### src/design/rbsdf_div.sv
// ---------------------------------------------------------------------------
// rbsdf_div
// Pipelined restoring divider, one quotient bit per stage, with sideband.
// The quotient must fit QUO_W bits.
// ---------------------------------------------------------------------------
`default_nettype none

module rbsdf_div #(
   parameter int QUO_W  = 17,
   parameter int DIV_W  = 18,
   parameter int SIDE_W = 1
) (
   input  wire logic                    clock,
   input  wire logic                    reset,
   input  wire logic                    en,
   input  wire logic                    in_valid,
   input  wire logic [QUO_W+DIV_W-1:0]  in_dividend,
   input  wire logic [DIV_W-1:0]        in_divisor,
   input  wire logic [SIDE_W-1:0]       in_side,
   output logic                         out_valid,
   output logic [QUO_W-1:0]             out_quo,
   output logic [SIDE_W-1:0]            out_side
);

   logic [QUO_W-1:0]  vld_ff;
   logic [DIV_W-1:0]  rem_ff  [QUO_W];
   logic [DIV_W-1:0]  rem_in  [QUO_W];
   logic [QUO_W-1:0]  low_ff  [QUO_W];
   logic [QUO_W-1:0]  low_in  [QUO_W];
   logic [QUO_W-1:0]  quo_ff  [QUO_W];
   logic [QUO_W-1:0]  quo_in  [QUO_W];
   logic [DIV_W-1:0]  dsr_ff  [QUO_W];
   logic [SIDE_W-1:0] side_ff [QUO_W];

   // one compare and subtract per stage
   for (genvar k = 0; k < QUO_W; k++) begin : g_stage
      logic [DIV_W-1:0] rem_prev;
      logic [QUO_W-1:0] low_prev;
      logic [QUO_W-1:0] quo_prev;
      logic [DIV_W-1:0] dsr_prev;
      logic [DIV_W:0]   trial;
      logic [DIV_W:0]   diff;
      logic             fits;

      if (k == 0) begin : g_first
         assign rem_prev = in_dividend[QUO_W+DIV_W-1 -: DIV_W];
         assign low_prev = in_dividend[QUO_W-1:0];
         assign quo_prev = '0;
         assign dsr_prev = in_divisor;
      end else begin : g_next
         assign rem_prev = rem_ff[k-1];
         assign low_prev = low_ff[k-1];
         assign quo_prev = quo_ff[k-1];
         assign dsr_prev = dsr_ff[k-1];
      end

      assign trial     = {rem_prev, low_prev[QUO_W-1]};
      assign diff      = trial - {1'b0, dsr_prev};
      assign fits      = (trial >= {1'b0, dsr_prev});
      assign rem_in[k] = fits ? diff[DIV_W-1:0] : trial[DIV_W-1:0];
      assign low_in[k] = low_prev << 1;
      assign quo_in[k] = {quo_prev[QUO_W-2:0], fits};
   end

   // valid chain
   always_ff @(posedge clock) begin
      if (reset) begin
         vld_ff <= '0;
      end else if (en) begin
         vld_ff <= {vld_ff[QUO_W-2:0], in_valid};
      end
   end

   // stage payload
   always_ff @(posedge clock) begin
      if (en) begin
         dsr_ff[0]  <= in_divisor;
         side_ff[0] <= in_side;
         for (int k = 0; k < QUO_W; k++) begin
            rem_ff[k] <= rem_in[k];
            low_ff[k] <= low_in[k];
            quo_ff[k] <= quo_in[k];
         end
         for (int k = 1; k < QUO_W; k++) begin
            dsr_ff[k]  <= dsr_ff[k-1];
            side_ff[k] <= side_ff[k-1];
         end
      end
   end

   assign out_valid = vld_ff[QUO_W-1];
   assign out_quo   = quo_ff[QUO_W-1];
   assign out_side  = side_ff[QUO_W-1];

endmodule

`default_nettype wire

### config.mk
export PLATFORM = sky130hd
export DESIGN_NAME = rbsdf_div
export DESIGN_NICKNAME = d
export VERILOG_FILES = /design/src/design/rbsdf_div.sv
export SDC_FILE = /design/constraint.sdc
export NUM_CORES = 1
export LEC_CHECK = 0
export BUFFER_PORTS_ARGS = -buffer_cell sky130_fd_sc_hd__buf_2
export CAP_MARGIN = 30
export CORE_ASPECT_RATIO = 1.5
export CORE_MARGIN = 10
export CORE_UTILIZATION = 35
export DETAILED_ROUTE_END_ITERATION = 7
export PLACE_DENSITY = 0.56
export SETUP_SLACK_MARGIN = 0.1
export SLEW_MARGIN = 20
export SYNTH_ARGS = -nofsm -noshare
export SYNTH_HDL_FRONTEND = slang
export SYNTH_SLANG_ARGS = --single-unit
### constraint.sdc
create_clock -name clock -period 3.75 [get_ports clock]
set_input_delay 0.75 -clock clock [delete_from_list [all_inputs] [get_ports clock]]
set_output_delay 0.75 -clock clock [all_outputs]
set_load 0.01 [all_outputs]
# After elaboration in Yosys (flattened, before gate mapping)
# Memory sizes are Yosys's and may differ from the RTL's.
# Index checks and enable logic that the tools add are counted.
# word_totals
regBits	17
mem_bits_rw	1190
inputBits	58
output_inout_bits	19
memories	5
# op_classes
n_addsub	17
n_lt_le_gt_ge	17
n_mux	19
# mem_list
name	depth	width	rd	rd_clocked_by_memory_dff	write_ports	line	text
dsr_ff	17	18	16	0	17	32	logic [DIV_W-1:0] dsr_ff [QUO_W];
rem_ff	17	18	16	0	17	26	logic [DIV_W-1:0] rem_ff [QUO_W];
quo_ff	17	17	17	0	17	30	logic [QUO_W-1:0] quo_ff [QUO_W];
low_ff	17	16	16	0	17	28	logic [QUO_W-1:0] low_ff [QUO_W];
side_ff	17	1	17	0	17	33	logic [SIDE_W-1:0] side_ff [QUO_W];
# ops
op	count
$ge A19 B18 Y1	17
$mux W18	17
$sub A18 B18 Y18	17
$mux W1	2

# Depth between registers and ports, before layout
# An unclocked memory read counts as a cell.
# logic_depth
word_depth	3
depth_mapped	12
mapped_depth_nobuf	12

# Worst setup path after synthesis
# OpenSTA, ideal clock, no wires.
# synth_path
path_type	input to register
from	input port in_dividend[16]
to	memory rem_ff[0][16], data pin
arrival_time_ps	2971
t_required_ps	3481
slack_ps	510
stages	12
n_path_buf	0
cell_sequence	inv_1 -> ha_1 -> inv_1 -> fa_1 -> a211oi_1 -> o21bai_1 -> a41oi_1 -> o21ai_0 -> or3b_2 -> a31oi_1 -> xor2_1 -> o21ai_0
# synth_lines
element	line	text
start, declared	17	input wire logic [QUO_W+DIV_W-1:0] in_dividend,
end, declared	26	

==> results by group <==
Routing
  • Detail Route Antenna Nets: 0
  • Vias per std cell: 4.997
  • Number of search-and-repair iterations in the first detailed-routing pass: 5
  • Number of remaining DRC errors: 0
  • DRT iter0 DRCs: 1096
  • Post-DR wirelength/cell: 17.57 um
  • Via count of the routed design: approximately 28000
  • Sum of routed wire length over all layers: around 100000 um

Synthesis
  • Mapped Area: 45580 um^2
  • Average size of a mapped cell: 12.40 um^2
  • Yosys synthesis warning count: 0
  • Synthesized flop and latch total: approximately 900
  • Ys flop type: edfxtp_1
  • Synthesized instance count: 3677
  • Number of enable-type register cells in the synthesized netlist: 882
  • Synth cell types: 83
  • Sequential element share of the synthesized area: 0.5886
  • Async S/R FF share, synth: 0
  • Number of nets produced by synthesis: 4057

Timing
  • Final critical path time including I/O delays and setup: 3364 ps
  • Final Hold Violating Endpoints: 0
  • Final count of pins violating max slew: 0
  • Setup slack after layout: 386.4 ps
  • Total negative slack: 0 ps
  • Highest clock rate: 297.3 MHz
  • Minimum hold slack: 219.2 ps
  • Post-route fraction of the period consumed by the critical path: 0.8970
  • Clock skew: 43.00 ps
  • Pin slew with the least headroom to its limit: 969.4 ps
  • Number of setup violations in the final report: 0
  • Unrepaired setup endpoints after global routing: no
  • Max_slew headroom: 0.3482

Pwr
  • Clock network fraction of total power: 0.219
  • Switch Pwr: around 15 mW
  • Share of total power in sequential cells: 0.362
  • Lkg Pwr: 20.49 nW
  • PwrDens: approximately 800 nW/um^2
  • Max VDD drop: roughly 410 uV
  • Final Power: 42.07 mW
  • Internal cell power: 27.36 mW
  • Power share of the combinational group: 0.419
  • Switching portion of total power: 0.3498

Floorplanning
  • Row cnt: ~160
  • Chip Height: 462.0 um
  • Number of placed I/O pins: 77
  • Area of the placeable core: 129700 um^2
  • Initial core utilization: 0.3513
  • Die area: 145400 um^2
  • Die X-Extent: approximately 310 um

Setup path
  • Category of the most critical setup path: reg2reg
  • Critical Path AT: 3820 ps
  • Largest incremental delay on the critical path: roughly 560 ps
  • Crit path launch: rem_ff[0][173]
  • Number of buffers and inverters on the critical path: 2
  • Cells along the critical path: ha_1, a21oi_1, o21ai_0, a31oi_1, o31a_1, a221oi_2, buf_4, inv_1, o41ai_1
  • Library cell contributing the largest single delay on the critical path: o41ai_1
  • Sort of element at the start of the critical path: flop
  • Required @ worst endpoint: 4210 ps
  • Largest fanout on the critical path: 6
  • Number of cell instances on the worst register-to-register path: 9
  • Reg2reg setup slack: 390 ps
  • Cell family with the largest share of critical-path delay: compound AO/OA/AOI/OAI gates
  • Startpoint of the worst-slack reg-to-reg timing path: rem_ff[0][173]
  • Critical Path End Type: flop
  • FF-to-FF End: rem_ff[0][195]

Layout
  • Final instance count without filler cells: between 5000 and 6000
  • Synth-to-Final Area Change: 13.78%
  • Area of combinational cells with multiple inputs: 17030 um^2
  • Area taken by flip-flops and latches: around 27000 um^2
  • Count of fill cells added during filler insertion: 12371
  • Nets: between 4000 and 5000
  • Utilization after layout: 0.3998
  • Share of post-route cells with drive strength above 1: 0.1260
  • # diodes: 0
  • Final design area excluding fillers: 51860 um^2

Worst hold path
  • Hold worst-path end: low_ff[0][0]
  • Number of cells traversed by the worst hold path: 1
  • Hold/Removal Path Class: in2reg
  • Hold_sp: in_dividend[0]

CTS
  • Later-pin clock latency in the skew report: 720 ps
  • CTS Hold Buffers Added: 0
  • Deepest clock path buffer count: 3
  • Post-cts resize count: 0
  • Post-CTS setup buffer count: 0
  • Cell at the root of the clock tree: clkbuf_16
  • Clock Pin Slew Worst Setup and Hold Paths: approximately 60 ps
  • Total number of H-tree levels: 3
  • Num CTS Buffers: 93
  • Clock tree from TritonCTS: yes
  • Total number of clock tree sinks: 899

Placed design
  • Input/output buffers: 76
  • Placed cells: between 5000 and 6000
  • Post-DP HPWL: roughly 76000 um
  • Worst setup slack after placement: 19.52 ps
  • Placed Area: 48870 um^2
  • GP Congestion: approximately 0.94

Global route
  • Number of global-route vias before repair: 30284
  • Initial antenna violation count: 0
  • Global-route wire length before repair: about 160000 um
  • Residual overflow from global routing: 0
  • Maximum number of pins on one net before global-route repair: 87
  • GR Util All Layers: 0.1360

Job
  • Maximum capacitance violations: 0

Run status
  • Status: finished, final reports clean
cells in the final DEF, fill, tap and decap left out, types with 16 or more instances in the layout:
master     count
nand3_1       65
xnor2_1      126
mux2_2       141
o21ai_0      223
a211oi_1      39
edfxtp_1     882
buf_2         75
clkinv_1      23
nor2_1       201
ha_1         306
o21a_1        49
buf_4         75
clkinv_2      17
nor3_1        44
a21oi_1      247
dfxtp_1       17
nor2b_1       40
nand2b_1      31
clkbuf_16     93
a31oi_1       22
nand2_1      226
buf_12        25
o21bai_1      16
xor2_1        81
fa_1          16
inv_1        377
mux2i_1       30
a21o_1       105
and3_1        20
nand4_1       38
o31ai_1       24
logic make-up after synthesis:
logic type,synth area share
AOI/OAI and AO/OA,0.1205
xor gates and xnor gates,0.03978
adders and majority gates,0.09103
buffers and inverters,0.03841
DFF,0.5886
muxes,0.04406
and+or+nand+nor,0.07763
synth_stat cells (49+ instances only):
cell / instances / area [um^2]
o21a_1: 49 / 367.9
clkbuf_1: 67 / 251.5
a21o_1: 105 / 788.3
inv_1: 377 / 1415
xor2_1: 81 / 709.4
nand2_1: 226 / 848.3
o21ai_0: 223 / 1116
nor2_1: 201 / 754.5
edfxtp_1: 882 / 26490
xnor2_1: 126 / 1104
nand3_1: 65 / 325.3
mux2_2: 141 / 1588
ha_1: 306 / 3829
a21oi_1: 248 / 1241
state kept, by name, summed over array words and instances, names as in the netlist:
signal   flops
quo_ff     153
side_ff     17
dsr_ff     288
low_ff     136
vld_ff      17
rem_ff     288
how the worst max path moves through the flow:
stage,endpoint,slack [ps],depth (start not counted)
after floorplan,rem_ff[0][16],510,12
after global placement,rem_ff[0][16],-90,13
after detailed placement,rem_ff[0][16],20,13
after CTS,rem_ff[0][123],390,9
after global routing,rem_ff[0][178],260,12
final,rem_ff[0][195],390,9
routing by layer:
layer	global-route usage	wire [um]	vias up
met1	0.09906	29220	13593
li1	-	-	13965
met2	0.3001	61130	472
met5	0	0	-
met4	0.09174	6551	0
met3	0.02015	2643	279
area by class of cell:
type,instances,area share
clock buffers,109,0.04616
clock inverters,61,0.01139
inverters,377,0.02729
multi-input cells,2321,0.3283
flip-flops and latches,899,0.5173
well taps,1722,0.04155
repair buffers,176,0.02804
power by group through the flow:
stage | logic, mW | clock network [mW] | registers, mW
after floorplan | 12.8 | 0 | 15.0
after global placement | 17.4 | 0 | 15.4
after detailed placement | 17.6 | 0 | 15.4
after CTS | 17.7 | 9.52 | 15.2
after global routing | 19.5 | 9.90 | 15.4
final | 17.6 | 9.20 | 15.2
No activity file was read; power rests on OpenSTA's default activity.
